## src/sv/lddfg_pkg.sv

```systemverilog
package lddfg_pkg;

  // controller register addresses
  localparam logic [3:0] ADDR_SHUTDOWN    = 4'hC;
  localparam logic [3:0] ADDR_SCAN_LIMIT  = 4'hB;
  localparam logic [3:0] ADDR_INTENSITY   = 4'hA;
  localparam logic [3:0] ADDR_DECODE_MODE = 4'h9;

  // configuration register indexes
  localparam logic [2:0] CFG_SHUTDOWN    = 3'd0;
  localparam logic [2:0] CFG_SCAN_LIMIT  = 3'd1;
  localparam logic [2:0] CFG_INTENSITY   = 3'd2;
  localparam logic [2:0] CFG_DECODE_MODE = 3'd3;

  // input command codes
  localparam logic CMD_SHOW = 1'b0;
  localparam logic CMD_INIT = 1'b1;

  // header frame order during initialization
  localparam logic [1:0] HDR_SHUTDOWN    = 2'd0;
  localparam logic [1:0] HDR_SCAN_LIMIT  = 2'd1;
  localparam logic [1:0] HDR_INTENSITY   = 2'd2;
  localparam logic [1:0] HDR_DECODE_MODE = 2'd3;

  localparam int MAX_FRAMES  = 10;
  localparam int HDR_FRAMES  = 4;

  // reciprocal of ten for 16-bit operands: q = (x * 0xCCCD) >> 19
  localparam logic [15:0] RECIP_TEN = 16'hCCCD;
  localparam int          RECIP_SHIFT = 19;

  typedef struct packed {
    logic [7:0] shutdown_value;
    logic [2:0] scan_limit;
    logic [3:0] intensity;
    logic [7:0] decode_mode;
  } cfg_t;

  // classified command word passed from front to back
  typedef struct packed {
    logic        is_init;
    logic        group;
    logic [15:0] number;
  } desc_t;

endpackage

```

## src/sv/lddfg_front.sv

```systemverilog
module lddfg_front (
  input  logic                 start,
  input  logic                 in_command,
  input  logic                 in_display_select,
  input  logic [15:0]          in_number,
  input  logic                 q_full,
  output logic                 busy,
  output logic                 push,
  output lddfg_pkg::desc_t     desc
);

  // accept a word whenever the queue has room
  assign busy = q_full;
  assign push = start && !q_full;

  // classify: initialization clears the digits, so it carries number zero
  always_comb begin
    desc.is_init = (in_command == lddfg_pkg::CMD_INIT);
    desc.group   = in_display_select;
    desc.number  = (in_command == lddfg_pkg::CMD_INIT) ? 16'd0 : in_number;
  end

endmodule

```

## src/sv/lddfg_queue.sv

```systemverilog
module lddfg_queue (
  input  logic              clk,
  input  logic              rst_n,
  input  logic              push,
  input  lddfg_pkg::desc_t  push_desc,
  input  logic              pop,
  output logic              q_valid,
  output logic              q_full,
  output lddfg_pkg::desc_t  q_desc
);

  lddfg_pkg::desc_t entry_r [2];
  logic             wr_ptr_r, rd_ptr_r;
  logic [1:0]       count_r;

  assign q_valid = (count_r != 2'd0);
  assign q_full  = (count_r == 2'd2);
  assign q_desc  = entry_r[rd_ptr_r];

  // hold pointers and fill count
  always_ff @(posedge clk) begin
    if (!rst_n) begin
      wr_ptr_r <= 1'b0;
      rd_ptr_r <= 1'b0;
      count_r  <= 2'd0;
    end else begin
      if (push) wr_ptr_r <= ~wr_ptr_r;
      if (pop)  rd_ptr_r <= ~rd_ptr_r;
      case ({push, pop})
        2'b10:   count_r <= count_r + 2'd1;
        2'b01:   count_r <= count_r - 2'd1;
        default: count_r <= count_r;
      endcase
    end
  end

  // store the incoming word
  always_ff @(posedge clk) begin
    if (push) entry_r[wr_ptr_r] <= push_desc;
  end

endmodule

```

## src/sv/lddfg_back.sv

```systemverilog
module lddfg_back #(
  parameter int DIGITS_PER_DISPLAY = 3,
  parameter int NUM_DISPLAYS       = 2
) (
  input  logic              clk,
  input  logic              rst_n,
  input  lddfg_pkg::cfg_t   cfg,
  input  logic              q_valid,
  input  lddfg_pkg::desc_t  q_desc,
  output logic              pop,
  output logic              out_valid,
  output logic [3:0]        out_register_address,
  output logic [7:0]        out_register_data,
  output logic              out_last_frame
);

  localparam int DW = (DIGITS_PER_DISPLAY > 1) ? $clog2(DIGITS_PER_DISPLAY) : 1;
  localparam int INIT_ALL = lddfg_pkg::HDR_FRAMES + DIGITS_PER_DISPLAY * NUM_DISPLAYS;
  localparam int TOTAL_INIT = (INIT_ALL > lddfg_pkg::MAX_FRAMES) ?
                              lddfg_pkg::MAX_FRAMES : INIT_ALL;
  localparam int TOTAL_SHOW = DIGITS_PER_DISPLAY;
  localparam logic [3:0] LAST_INIT = 4'(TOTAL_INIT - 1);
  localparam logic [3:0] LAST_SHOW = 4'(TOTAL_SHOW - 1);
  localparam logic [DW-1:0] DIG_LAST = DW'(DIGITS_PER_DISPLAY - 1);
  localparam logic [3:0] DIG_STRIDE = 4'(DIGITS_PER_DISPLAY);

  logic          active_r;
  logic          init_r;
  logic          hdr_r;
  logic [1:0]    hdr_idx_r;
  logic [DW-1:0] dig_r;
  logic          disp_r;
  logic          grp_r;
  logic [15:0]   rest_r;
  logic [3:0]    cnt_r;

  logic [31:0]   prod;
  logic [15:0]   quot;
  logic [15:0]   rem_full;
  logic [3:0]    frame_addr;
  logic [7:0]    frame_data;
  logic          frame_last;
  logic          cur_grp;

  // split off the lowest decimal digit
  assign prod     = rest_r * lddfg_pkg::RECIP_TEN;
  assign quot     = 16'(prod[31:lddfg_pkg::RECIP_SHIFT]);
  assign rem_full = rest_r - ((quot << 3) + (quot << 1));

  assign cur_grp    = init_r ? disp_r : grp_r;
  assign frame_last = (cnt_r == (init_r ? LAST_INIT : LAST_SHOW));
  assign pop        = q_valid && (!active_r || frame_last);

  // build the current frame
  always_comb begin
    frame_addr = 4'(dig_r) + (cur_grp ? DIG_STRIDE : 4'd0) + 4'd1;
    frame_data = {4'd0, rem_full[3:0]};
    if (hdr_r) begin
      case (hdr_idx_r)
        lddfg_pkg::HDR_SHUTDOWN: begin
          frame_addr = lddfg_pkg::ADDR_SHUTDOWN;
          frame_data = cfg.shutdown_value;
        end
        lddfg_pkg::HDR_SCAN_LIMIT: begin
          frame_addr = lddfg_pkg::ADDR_SCAN_LIMIT;
          frame_data = {5'd0, cfg.scan_limit};
        end
        lddfg_pkg::HDR_INTENSITY: begin
          frame_addr = lddfg_pkg::ADDR_INTENSITY;
          frame_data = {4'd0, cfg.intensity};
        end
        lddfg_pkg::HDR_DECODE_MODE: begin
          frame_addr = lddfg_pkg::ADDR_DECODE_MODE;
          frame_data = cfg.decode_mode;
        end
        default: begin
          frame_addr = lddfg_pkg::ADDR_SHUTDOWN;
          frame_data = cfg.shutdown_value;
        end
      endcase
    end
  end

  // sequence frames, load the next word on the last frame
  always_ff @(posedge clk) begin
    if (!rst_n) begin
      active_r <= 1'b0;
    end else if (pop) begin
      active_r <= 1'b1;
    end else if (active_r && frame_last) begin
      active_r <= 1'b0;
    end
  end

  always_ff @(posedge clk) begin
    if (pop) begin
      init_r    <= q_desc.is_init;
      hdr_r     <= q_desc.is_init;
      hdr_idx_r <= lddfg_pkg::HDR_SHUTDOWN;
      dig_r     <= '0;
      disp_r    <= 1'b0;
      grp_r     <= q_desc.group;
      rest_r    <= q_desc.number;
      cnt_r     <= 4'd0;
    end else if (active_r) begin
      cnt_r <= cnt_r + 4'd1;
      if (hdr_r) begin
        hdr_idx_r <= hdr_idx_r + 2'd1;
        if (hdr_idx_r == lddfg_pkg::HDR_DECODE_MODE) hdr_r <= 1'b0;
      end else begin
        rest_r <= quot;
        if (dig_r == DIG_LAST) begin
          dig_r  <= '0;
          disp_r <= ~disp_r;
        end else begin
          dig_r <= dig_r + DW'(1);
        end
      end
    end
  end

  // register the frame onto the result ports
  always_ff @(posedge clk) begin
    if (!rst_n) begin
      out_valid <= 1'b0;
    end else begin
      out_valid <= active_r;
    end
  end

  always_ff @(posedge clk) begin
    out_register_address <= frame_addr;
    out_register_data    <= frame_data;
    out_last_frame       <= frame_last;
  end

endmodule

```

## src/sv/led_digit_display_frame_gen.sv

```systemverilog
// Register-write frame generator for an 8-digit LED display controller.
// Input channel: a command word is taken at a clock edge where start is
// high and busy is low. Command show splits in_number into its lowest
// DIGITS_PER_DISPLAY decimal digits and writes them to the digit group
// chosen by in_display_select; command init writes shutdown, scan limit,
// intensity and decode mode from the configuration registers and then
// zeroes every digit (ten frames at default parameters).
// Result channel: out_valid marks one frame for one cycle; out_last_frame
// flags the final frame of a command. The receiver cannot stall.
// Throughput: one frame per cycle from the frame sequencer; a show
// writes DIGITS_PER_DISPLAY frames and an init up to ten; a two-word queue
// lets commands arrive while a burst is still going, and busy is high
// only while that queue is full. Bursts follow each other without gaps.
// Configuration: cfg_we writes cfg_wdata to register cfg_index; write
// only while idle. Reset empties the queue, stops any burst and returns
// the registers to 1, 7, 15 and 255.
module led_digit_display_frame_gen #(
  parameter int DIGITS_PER_DISPLAY = 3,
  parameter int NUM_DISPLAYS       = 2
) (
  input  logic        clk,
  input  logic        rst_n,
  input  logic        start,
  output logic        busy,
  input  logic        in_command,
  input  logic        in_display_select,
  input  logic [15:0] in_number,
  output logic        out_valid,
  output logic [3:0]  out_register_address,
  output logic [7:0]  out_register_data,
  output logic        out_last_frame,
  input  logic        cfg_we,
  input  logic [2:0]  cfg_index,
  input  logic [7:0]  cfg_wdata
);

  lddfg_pkg::cfg_t  cfg_r;
  lddfg_pkg::desc_t push_desc;
  lddfg_pkg::desc_t q_desc;
  logic             push, pop, q_valid, q_full;

  // hold configuration registers, keep only their low bits
  always_ff @(posedge clk) begin
    if (!rst_n) begin
      cfg_r.shutdown_value <= 8'd1;
      cfg_r.scan_limit     <= 3'd7;
      cfg_r.intensity      <= 4'd15;
      cfg_r.decode_mode    <= 8'd255;
    end else if (cfg_we) begin
      case (cfg_index)
        lddfg_pkg::CFG_SHUTDOWN:    cfg_r.shutdown_value <= cfg_wdata;
        lddfg_pkg::CFG_SCAN_LIMIT:  cfg_r.scan_limit     <= cfg_wdata[2:0];
        lddfg_pkg::CFG_INTENSITY:   cfg_r.intensity      <= cfg_wdata[3:0];
        lddfg_pkg::CFG_DECODE_MODE: cfg_r.decode_mode    <= cfg_wdata;
        default: ;
      endcase
    end
  end

  lddfg_front u_front (
    .start             (start),
    .in_command        (in_command),
    .in_display_select (in_display_select),
    .in_number         (in_number),
    .q_full            (q_full),
    .busy              (busy),
    .push              (push),
    .desc              (push_desc)
  );

  lddfg_queue u_queue (
    .clk       (clk),
    .rst_n     (rst_n),
    .push      (push),
    .push_desc (push_desc),
    .pop       (pop),
    .q_valid   (q_valid),
    .q_full    (q_full),
    .q_desc    (q_desc)
  );

  lddfg_back #(
    .DIGITS_PER_DISPLAY (DIGITS_PER_DISPLAY),
    .NUM_DISPLAYS       (NUM_DISPLAYS)
  ) u_back (
    .clk                  (clk),
    .rst_n                (rst_n),
    .cfg                  (cfg_r),
    .q_valid              (q_valid),
    .q_desc               (q_desc),
    .pop                  (pop),
    .out_valid            (out_valid),
    .out_register_address (out_register_address),
    .out_register_data    (out_register_data),
    .out_last_frame       (out_last_frame)
  );

endmodule

```

## config.mk

```make
export PLATFORM = sky130hd
export DESIGN_NAME = led_digit_display_frame_gen
export DESIGN_NICKNAME = d
export VERILOG_FILES = /design/src/sv/lddfg_pkg.sv /design/src/sv/lddfg_front.sv /design/src/sv/lddfg_queue.sv /design/src/sv/lddfg_back.sv /design/src/sv/led_digit_display_frame_gen.sv
export SDC_FILE = /design/constraint.sdc
export NUM_CORES = 1
export LEC_CHECK = 0
export BUFFER_PORTS_ARGS = -buffer_cell sky130_fd_sc_hd__buf_2
export CORE_ASPECT_RATIO = 0.5
export CORE_UTILIZATION = 50
export DETAILED_ROUTE_END_ITERATION = 16
export PLACE_DENSITY = 0.65
export SLEW_MARGIN = 20
export SYNTH_ARGS = -nofsm -noshare
export SYNTH_HDL_FRONTEND = slang
export SYNTH_SLANG_ARGS = --single-unit
```

## constraint.sdc

```tcl
create_clock -name clk -period 11.09 [get_ports clk]
set_input_delay 2.218 -clock clk [delete_from_list [all_inputs] [get_ports clk]]
set_output_delay 2.218 -clock clk [all_outputs]
set_load 0.005 [all_outputs]
```

==> key figures, run 1 <==
Clocking
  – CTS clk-pin slew, worst paths: 0.08 ns
  – # resized after CTS: 0
  – Clk root buf: clkbuf_16
  – H-tree depth: 3
  – Clk Latency, worst-skew pair: between 0.3 and 0.4 ns
  – CTS Buf Count: 9
  – Post-CTS setup buffer count: 0
  – Cts hold-fix bufs: 0
  – Max Buffers Root-to-Sink: 2
  – # clock sinks: 107
  – CTS tree: done

STA
  – Setup-failing EPs final: 0
  – Final hold violation count: 0
  – Relative slew slack: 23.69%
  – Max-slew violation count: 0
  – Clock Skews: between 0.01 and 0.015 ns
  – Peak Freq: 0.1496 GHz
  – Period utilization: 60.27%
  – Min Tclk post-route: 6.684 ns
  – RSZ-0062 raised after global routing: false
  – Worst-Margin Slew: 1.142 ns
  – Post-route setup TNS: 0 ns

Cells and area
  – Layout cells sized above 1: a little under 9%
  – Ant. Diodes: 0
  – Fin area: 9709 um^2
  – Final net count: 1,164
  – Area grow syn2layout: 8.395%

Synth
  – Synth Area in Compound Gates: 8.102%
  – Share of the synthesized area in the top cell type: 19.56%
  – Sequential share of the synthesized area: 30.06%
  – Synth top area cells: ha_1 20%, edfxtp_1 18%, fa_1 18%
  – Cell Area, Synth: ~9000 um^2
  – Post-synthesis mux area share: 2.947%
  – Post-synth EDFFs: 55
  – Simple-gate area share of the yosys netlist: a little over a tenth
  – Synth warnings: 0
  – Post-Synth Adder-Cell Area: around 38%
  – Area leader, netlist: ha_1
  – Seq cells post-synth: 107
  – Largest family of logic cells by synthesized area: adder cells
  – Async set-reset flop share out of synthesis: 0%
  – Syn Area/Cell: about 10 um^2
  – Netlist cell types: 64
  – Cells after synthesis: slightly below 900
  – Ys flop type: edfxtp_1
  – Synth Area in XOR/XNOR: 2.249%
  – Post-Synthesis Net Count: 1,124

Detailed routing
  – First-pass iteration count of the detailed router: 7
  – Total Wirelength: 19,190 um
  – Post-route ant nets: 0
  – Via density per instance: 5.278
  – Post-route DRC: 0
  – Via Count: 6,064
  – Initial detailed-routing violation count: 360
  – Wirelength per Cell: 16.70 um

Floorplan
  – Die ar.: 18,490 um^2
  – Core Region: 17,440 um^2
  – Starting density of the core: between 50% and 60%
  – Core Rows: 34
  – Die Y: 96.65 um
  – Die width: ~190 um
  – Num ports: 48

Critical path
  – Most used cell, CP: fa_1
  – Slowest CP cell: fa_1
  – Critical path startpoint category: flip-flop
  – Crit-path max FO: 6
  – Crit path cell chain: ha_1 -> inv_1 -> fa_1 -> inv_1 -> fa_1 -> fa_1 -> fa_1 -> inv_1 -> fa_1 -> inv_1 -> ha_1 -> and3_2 -> a31oi_1 -> nand2_1 -> a221o_1 -> o31a_1 -> o41a_1 -> or4b_1 -> nand3_1
  – Crit path max-delay family: adder cells
  – Setup CP Type: flip-flop to flip-flop
  – CP bufs+invs: 4
  – Max stage delay on crit path: 0.55 ns
  – Worst Path Required: 11.31 ns
  – Crit. End Element: flip-flop
  – CP arrival: 6.90 ns

Run status
  – Status: complete, no violations

Run
  – Max Cap Viol: 0

GRT
  – GRT Resource Usage Total: 23.19%
  – Vias in the first global route: 6,370
  – Largest net degree at the start of global routing: 31
  – Gr ovfl total: 0
  – First-pass GRT wire length: 33,070 um
  – Antenna violations before repair: 0

Placement
  – Hpwl dp: 15,800 um
  – Post-placement cell area: 9420 um^2
  – Gpl congestion: 0.9198
  – Port Buffers: 47

Worst hold path
  – Hold Path Class: flip-flop to flip-flop
## metal layers
metal	vias to the layer above	part of all wire (%)	global-route usage [%]
met5	-	0	0
met4	0	0.87	4.212
met3	11	4.0	4.064
met2	128	45	36.45
met1	2955	50	33.80
li1	2970	-	-
## worst reg2reg max path, stage by stage (launching register included)
cell and delay (ns):
edfxtp_1 0.53, ha_1 0.40, inv_1 0.08, fa_1 0.54, inv_1 0.06, fa_1 0.53
fa_1 0.54, fa_1 0.55, inv_1 0.05, fa_1 0.53, inv_1 0.04, ha_1 0.31
and3_2 0.20, a31oi_1 0.25, nand2_1 0.13, a221o_1 0.38, o31a_1 0.38, o41a_1 0.47
or4b_1 0.49, nand3_1 0.09
## registers in the layout (all words and copies together) (netlist names), 2 cells and up, named ones only
signal,flops
u_queue.entry_r,36
u_back.out_register_data,8
cfg_r,23
u_queue.count_r,2
u_back.out_register_address,4
u_back.rest_r,16
u_back.cnt_r,4
u_back.dig_r,2
u_back.hdr_idx_r,2
## logic make-up (layout without fill, tap and decap cells)
kind of cell / Yosys count / after routing
fa+ha+maj: 221 / 221
simple gates: 195 / 195
buf+inv: 191 / 236
compound gates: 107 / 107
flops: 107 / 107
mux: 26 / 26
xor+xnor: 23 / 23
## layout make-up
type,instances,area (um^2)
clock buffer,10,232.7
clock inverter,6,56.30
fill,1559,7732
inverter,171,641.9
multi-input combinational,572,5543
sequential,107,2693
tap,234,292.8
timing repair buffer,49,250.2
## through the flow
step	cells	setup slack, ns	hold WS (ns)	utilization, %
after global routing	1149	4.015	0.4866	55.67
after CTS	1149	4.417	0.4679	55.67
final	1149	4.406	0.4651	55.67
after detailed placement	1133	4.432	0.4539	54.01
after global placement	1133	4.567	0.4483	54.01
after floorplan	870	4.938	0.3794	-
## cells in the mapped netlist (all sizes together) (12+ instances only)
master    n
clkbuf   16
a21o     13
nand3    19
a21oi    21
fa       81
inv     170
o21ai    22
edfxtp   55
nand2    74
dfxtp    52
ha      140
xnor2    12
nor2     26
mux2i    23
nor2b    20
## cell usage in the layout (no fill, tap or decap), types with 5 or more instances in the layout
master / count
clkbuf_16: 9
inv_1: 170
dfxtp_1: 52
xnor2_1: 12
o211ai_1: 8
buf_2: 47
fa_1: 81
and2_1: 9
a21oi_1: 21
o21ai_0: 21
ha_1: 140
o21a_1: 6
nand2_1: 74
edfxtp_1: 55
xor2_1: 11
nor2b_1: 20
or3_1: 5
a21boi_0: 9
and3_1: 6
nand3_1: 19
mux2i_1: 23
a21o_1: 12
nand2b_1: 7
nor3_1: 7
nor2_1: 26
## path summary, 6_finish.rpt
| path | start | to | slack (ns) | cells after the start |
|---|---|---|---|---|
| worst max-delay path | u_back.rest_r[3] | u_back.rest_r[10] | 4.41 | 19 |
| worst min-delay path | cfg_r[17] | cfg_r[17] | 0.47 | 2 |
| worst max register to register | u_back.rest_r[3] | u_back.rest_r[10] | 4.41 | 19 |
| worst min register to register | cfg_r[17] | cfg_r[17] | 0.47 | 2 |
Power of run 1 is not shown: default switching activity piles up to over one toggle a cycle in this logic, so the estimate is an artifact.
==> run 2, diff against run 1 <==
Clock period 11.09 ns to 6.2 ns, I/O delays scaled along.
==> key figures, run 2 (synthesis results as in run 1) <==
Run status
  – Status: complete, no violations

Cells and area
  – Reg with most FFs: u_queue.entry_r
  – Layout cells sized above 1: 18.21%
  – Max reg flops: 36
  – Area grow syn2layout: 17.14%
  – Final core utilization: roughly three fifths
  – Commonest non-fill, non-tap cell in the layout: inv_1
  – Fillers: 1,453
  – Most frequent cells in the layout: 164 x inv_1, 126 x ha_1, 79 x fa_1
  – Final net count: 1,232
  – Largest registers: u_queue.entry_r (36), cfg_r (23), u_back.rest_r (16)
  – Ant. Diodes: 0

STA
  – Worst-Margin Slew: between 0.8 and 0.9 ns
  – Max-slew violation count: 0
  – Setup-failing EPs final: 0
  – RSZ-0062 raised after global routing: true
  – Period utilization: 99.28%
  – Peak Freq: 0.1625 GHz
  – Min Tclk post-route: 6.155 ns
  – Final Hold Slack: 0.4678 ns
  – Clock Skews: 0.006964 ns
  – Relative slew slack: roughly two fifths
  – Final hold violation count: 0

Run
  – Max Cap Viol: 0

Critical path
  – Critical path startpoint category: flip-flop
  – Setup CP Type: flip-flop to flip-flop
  – Max stage delay on crit path: 0.57 ns
  – CP arrival: 6.36 ns
  – Crit path cell chain: buf_4 -> ha_1 -> buf_4 -> inv_1 -> fa_1 -> fa_1 -> fa_1 -> inv_1 -> fa_1 -> ha_1 -> ha_1 -> and3_2 -> a221o_1 -> o31a_1 -> o41a_1 -> or4b_4 -> nand3_2
  – Crit. End Element: flip-flop
  – Most used cell, CP: fa_1
  – Slowest CP cell: fa_1
  – Worst Path Required: 6.41 ns
  – Crit-path max FO: 5

Placement
  – Hpwl dp: 16,120 um
  – Port Buffers: between 40 and 50
  – Gpl congestion: 0.9922

Floorplan
  – Core Rows: 34
  – Num ports: 48
  – Core Region: roughly 17,000 um^2
  – Die ar.: 18,490 um^2
  – Starting density of the core: 51.36%
  – Die Y: 96.65 um
  – Die width: approximately 190 um

GRT
  – Vias in the first global route: 6,575
  – GRT Resource Usage Total: 23.25%
  – Largest net degree at the start of global routing: 31
  – Antenna violations before repair: 0
  – First-pass GRT wire length: 33,320 um
  – Gr ovfl total: 0

Clocking
  – CTS clk-pin slew, worst paths: 0.07 ns
  – H-tree depth: 3
  – Clk Latency, worst-skew pair: 0.34 ns
  – CTS Buf Count: 9
  – CTS tree: done
  – Cts hold-fix bufs: 0
  – Clk root buf: clkbuf_16
  – Max Buffers Root-to-Sink: 2
  – # clock sinks: around 110

Detailed routing
  – Total Wirelength: 20,140 um
  – Via Count: 6,371
  – Via density per instance: 5.235
  – Post-route DRC: 0
  – Post-route ant nets: 0
  – Initial detailed-routing violation count: roughly 320
  – First-pass iteration count of the detailed router: 5
  – Wirelength per Cell: roughly 17 um

Worst hold path
  – Hold Path Class: flip-flop to flip-flop
[run 2: cell count changes in the layout (fill, tap and decap cells not counted), moves of 3 or more]
| cell | before | now |
|---|---|---|
| clkbuf_8 | 0 | 3 |
| inv_2 | 0 | 6 |
| ha_1 | 140 | 126 |
| buf_4 | 2 | 63 |
| ha_4 | 0 | 14 |
| buf_6 | 0 | 7 |
| inv_1 | 170 | 164 |
[run 2: critical path: cells and delay by family (launching register included)]
kind                     cells  cell delay, ns
buffers and inverters        4            0.45
AND/OR/NAND/NOR              3            0.85
adder cells (fa/ha/maj)      7            3.11
AO/OA/AOI/OAI                3            1.20
flip-flops                   1            0.40
[run 2: worst paths after layout]
| check | start | to | slack (ns) | cells past startpoint |
|---|---|---|---|---|
| max | u_back.rest_r[6] | u_back.rest_r[10] | 0.04 | 17 |
| min reg2reg | cfg_r[18] | cfg_r[18] | 0.47 | 2 |
| min | cfg_r[18] | cfg_r[18] | 0.47 | 2 |
| max reg2reg | u_back.rest_r[6] | u_back.rest_r[10] | 0.04 | 17 |
[run 2: final cells by class]
| cell class | count | area (um^2) | area share [%] |
|---|---|---|---|
| tap | 234 | 292.8 | 2.790 |
| clock buffer | 13 | 270.3 | 2.576 |
| clock inverter | 3 | 20.02 | 0.1908 |
| inverter | 171 | 641.9 | 6.117 |
| multi-input combinational | 572 | 5788 | 55.16 |
| timing repair buffer | 117 | 787.0 | 7.501 |
| sequential | 107 | 2693 | 25.66 |
[run 2: through the flow]
stage           TNS, ns  cell area [um^2]  instances  setup WS, ns
2_1_floorplan         0              8957        870       0.04753
3_3_place_gp   -0.06242              9803       1184      -0.04415
3_5_place_dp    -0.4986              9803       1184       -0.1557
4_1_cts               0             10260       1206      0.005922
5_1_grt         -0.5449             10490       1217       -0.1759
6_report              0             10490       1217       0.04475
[run 2: timing repair]
item / CTS / global route
setup endpoints to repair: 5 / 8
pin swaps: 20 / 31
hold endpoints to repair: 0 / 0
resized for setup: 14 / 29
setup buffers: 6 / 11
[run 2: routing by layer]
| layer | vias up | wire (um) | global-route usage (%) |
|---|---|---|---|
| met2 | 164 | 9089 | 36.93 |
| met5 | - | 0 | 0 |
| li1 | 3103 | - | - |
| met4 | 0 | 367 | 5.372 |
| met1 | 3074 | 9621 | 33.93 |
| met3 | 30 | 1061 | 2.866 |
Power of run 2 is left out for the same reason.
==> run 3, diff against run 2 <==
Settings changed: ABC_AREA from default to 1.
==> key figures, run 3 <==
STA
  – RSZ-0062 raised after global routing: false
  – Post-route setup slack: 0.4076 ns
  – Setup-failing EPs final: 0
  – Final Hold Slack: approximately 0.46 ns
  – Final hold violation count: 0
  – Period utilization: 93.43%
  – Peak Freq: 0.1726 GHz
  – Post-route setup TNS: 0 ns
  – Min Tclk post-route: 5.792 ns
  – Max-slew violation count: 0
  – Clock Skews: 0.01171 ns
  – Worst-Margin Slew: ~0.88 ns
  – Relative slew slack: 41.29%

Detailed routing
  – Post-route ant nets: 0
  – First-pass iteration count of the detailed router: 5
  – Post-route DRC: 0
  – Initial detailed-routing violation count: roughly 440
  – Total Wirelength: 23,640 um
  – Via density per instance: 5.079
  – Wirelength per Cell: roughly 17 um
  – Via Count: a little over 7,000

Critical path
  – CP arrival: 6.03 ns
  – Reg2reg start: u_back.rest_r[4]
  – Worst r2r dst: u_back.out_register_data[3]
  – Setup CP Type: flip-flop to flip-flop
  – Crit. End Element: flip-flop
  – Reg2Reg Setup Slack: just over 0.4 ns
  – Reg2reg path depth: 26
  – Critical path startpoint category: flip-flop
  – Crit-path max FO: 6
  – Worst Path Required: 6.44 ns

Synth
  – Cell Area, Synth: 9427 um^2
  – Synth warnings: 0
  – Share of the synthesized area in the top cell type: between 10% and 20%
  – Cells after synthesis: ~1,100
  – Syn Area/Cell: 8.523 um^2
  – Area leader, netlist: ha_1
  – Post-synth EDFFs: 55
  – Synth top area cells: ha_1 19%, edfxtp_1 18%, fa_1 17%
  – Top-count cell post-synth: inv_1
  – Netlist cell types: 40
  – Ys flop type: edfxtp_1
  – Seq cells post-synth: 107
  – Async set-reset flop share out of synthesis: 0%
  – Post-Synthesis Net Count: 1,360
  – Sequential share of the synthesized area: between 20% and 30%
  – Top post-synthesis cells by count: 243 x inv_1, 226 x nand2_1, 140 x ha_1

Placement
  – Gpl congestion: just under 1
  – Place WS: 0.2774 ns
  – Port Buffers: 47
  – Hpwl dp: approximately 20,000 um

Floorplan
  – Die ar.: 19,440 um^2
  – Core Rows: 35
  – Num ports: 48
  – Die width: 196.2 um
  – Die Y: 99.09 um
  – Starting density of the core: 51.13%
  – Core Region: 18,440 um^2

GRT
  – Antenna violations before repair: 0
  – GRT Resource Usage Total: 26.22%
  – Vias in the first global route: 7,433
  – Gr ovfl total: 0
  – Largest net degree at the start of global routing: 33
  – First-pass GRT wire length: ~39,000 um

Clocking
  – CTS tree: done
  – Cts hold-fix bufs: 0
  – CTS clk-pin slew, worst paths: 0.08 ns
  – CTS Buf Count: 9
  – H-tree depth: 3
  – Max Buffers Root-to-Sink: 2
  – Clk Latency, worst-skew pair: 0.35 ns
  – Clk root buf: clkbuf_16
  – # clock sinks: 107

Worst hold path
  – Hold Path Class: flip-flop to flip-flop
  – Hold Crit Depth: 1
  – Hold_sp: u_queue.rd_ptr_r

Cells and area
  – Max reg flops: 36
  – Ant. Diodes: 0
  – Reg with most FFs: u_queue.entry_r
  – Layout cells sized above 1: 7.468%
  – Area grow syn2layout: 9.384%
  – Commonest non-fill, non-tap cell in the layout: inv_1
  – Final net count: 1,414
  – Most frequent cells in the layout: 243 x inv_1, 226 x nand2_1, 139 x ha_1
  – Largest registers: u_queue.entry_r (36), cfg_r (23), u_back.rest_r (16)

Run
  – Max Cap Viol: 0

Run status
  – Status: complete, no violations
[run 3: worst max-delay path by stage]
stage	from	end	slack, ns	cells after the start
2_1_floorplan	u_back.rest_r[4]	u_back.out_register_data[3]	0.72	24
3_3_place_gp	u_back.rest_r[4]	u_back.out_register_data[3]	0.38	26
3_5_place_dp	u_back.rest_r[4]	u_back.out_register_data[3]	0.28	26
4_1_cts	u_back.rest_r[4]	u_back.out_register_data[3]	0.24	26
5_1_grt	u_back.rest_r[5]	u_back.out_register_data[3]	0.02	26
6_report	u_back.rest_r[4]	u_back.out_register_data[3]	0.41	26
[run 3: area by class of cell]
type,instances,area (um^2)
Clock inverter,7,70.07
Sequential cell,107,2693
Multi-Input combinational cell,738,5754
Clock buffer,9,225.2
Fill cell,1726,8125
Tap cell,259,324.1
Timing Repair Buffer,59,325.3
Inverter,245,919.6
[run 3: routing by layer]
metal / global-route usage, % / up-vias / wire (um)
met5: 0 / - / 0
met4: 4.808 / 0 / 309
met3: 4.307 / 18 / 1061
met2: 41.55 / 169 / 10460
met1: 38.29 / 3467 / 11810
li1: - / 3578 / -
[run 3: cell families after synthesis]
kind of cell | count (synthesis) | share of synthesized area [%]
multiplexers | 1 | 0.1062
adder cells (fa/ha/maj) | 221 | 35.78
AND/OR/NAND/NOR | 388 | 16.91
XOR/XNOR | 14 | 1.301
buffers and inverters | 261 | 10.50
flip-flops | 107 | 28.56
AO/OA/AOI/OAI | 114 | 6.836
[run 3: stage by stage]
stage	area (um^2)	std cells	utilization, %
final	10310	1424	55.93
after global routing	10310	1424	55.93
after CTS	10250	1417	55.59
after detailed placement	9953	1401	53.99
after global placement	9953	1401	53.99
after floorplan	9427	1106	-
[run 3: timing repair]
item,in CTS,in global routing
gates resized for setup,0,2
buffers inserted,0,7
endpoints found under the setup margin,0,2
[run 3: worst max-delay path: stages (launching register included)]
cell and delay [ns]:
edfxtp_1 0.46, ha_1 0.39, fa_1 0.56, inv_1 0.06
fa_1 0.52, fa_1 0.56, inv_1 0.06, fa_1 0.54
inv_1 0.06, fa_1 0.53, inv_1 0.04, ha_2 0.38
nand2_1 0.08, nor2_1 0.11, inv_1 0.07, o21bai_1 0.19
inv_1 0.08, nand2_1 0.07, nand2_1 0.05, and2_1 0.14
ha_1 0.20, xnor2_2 0.16, inv_1 0.07, nand3_2 0.08
nand3_1 0.07, nand3_1 0.08, nand2_1 0.06
Power of run 3 is left out for the same reason.
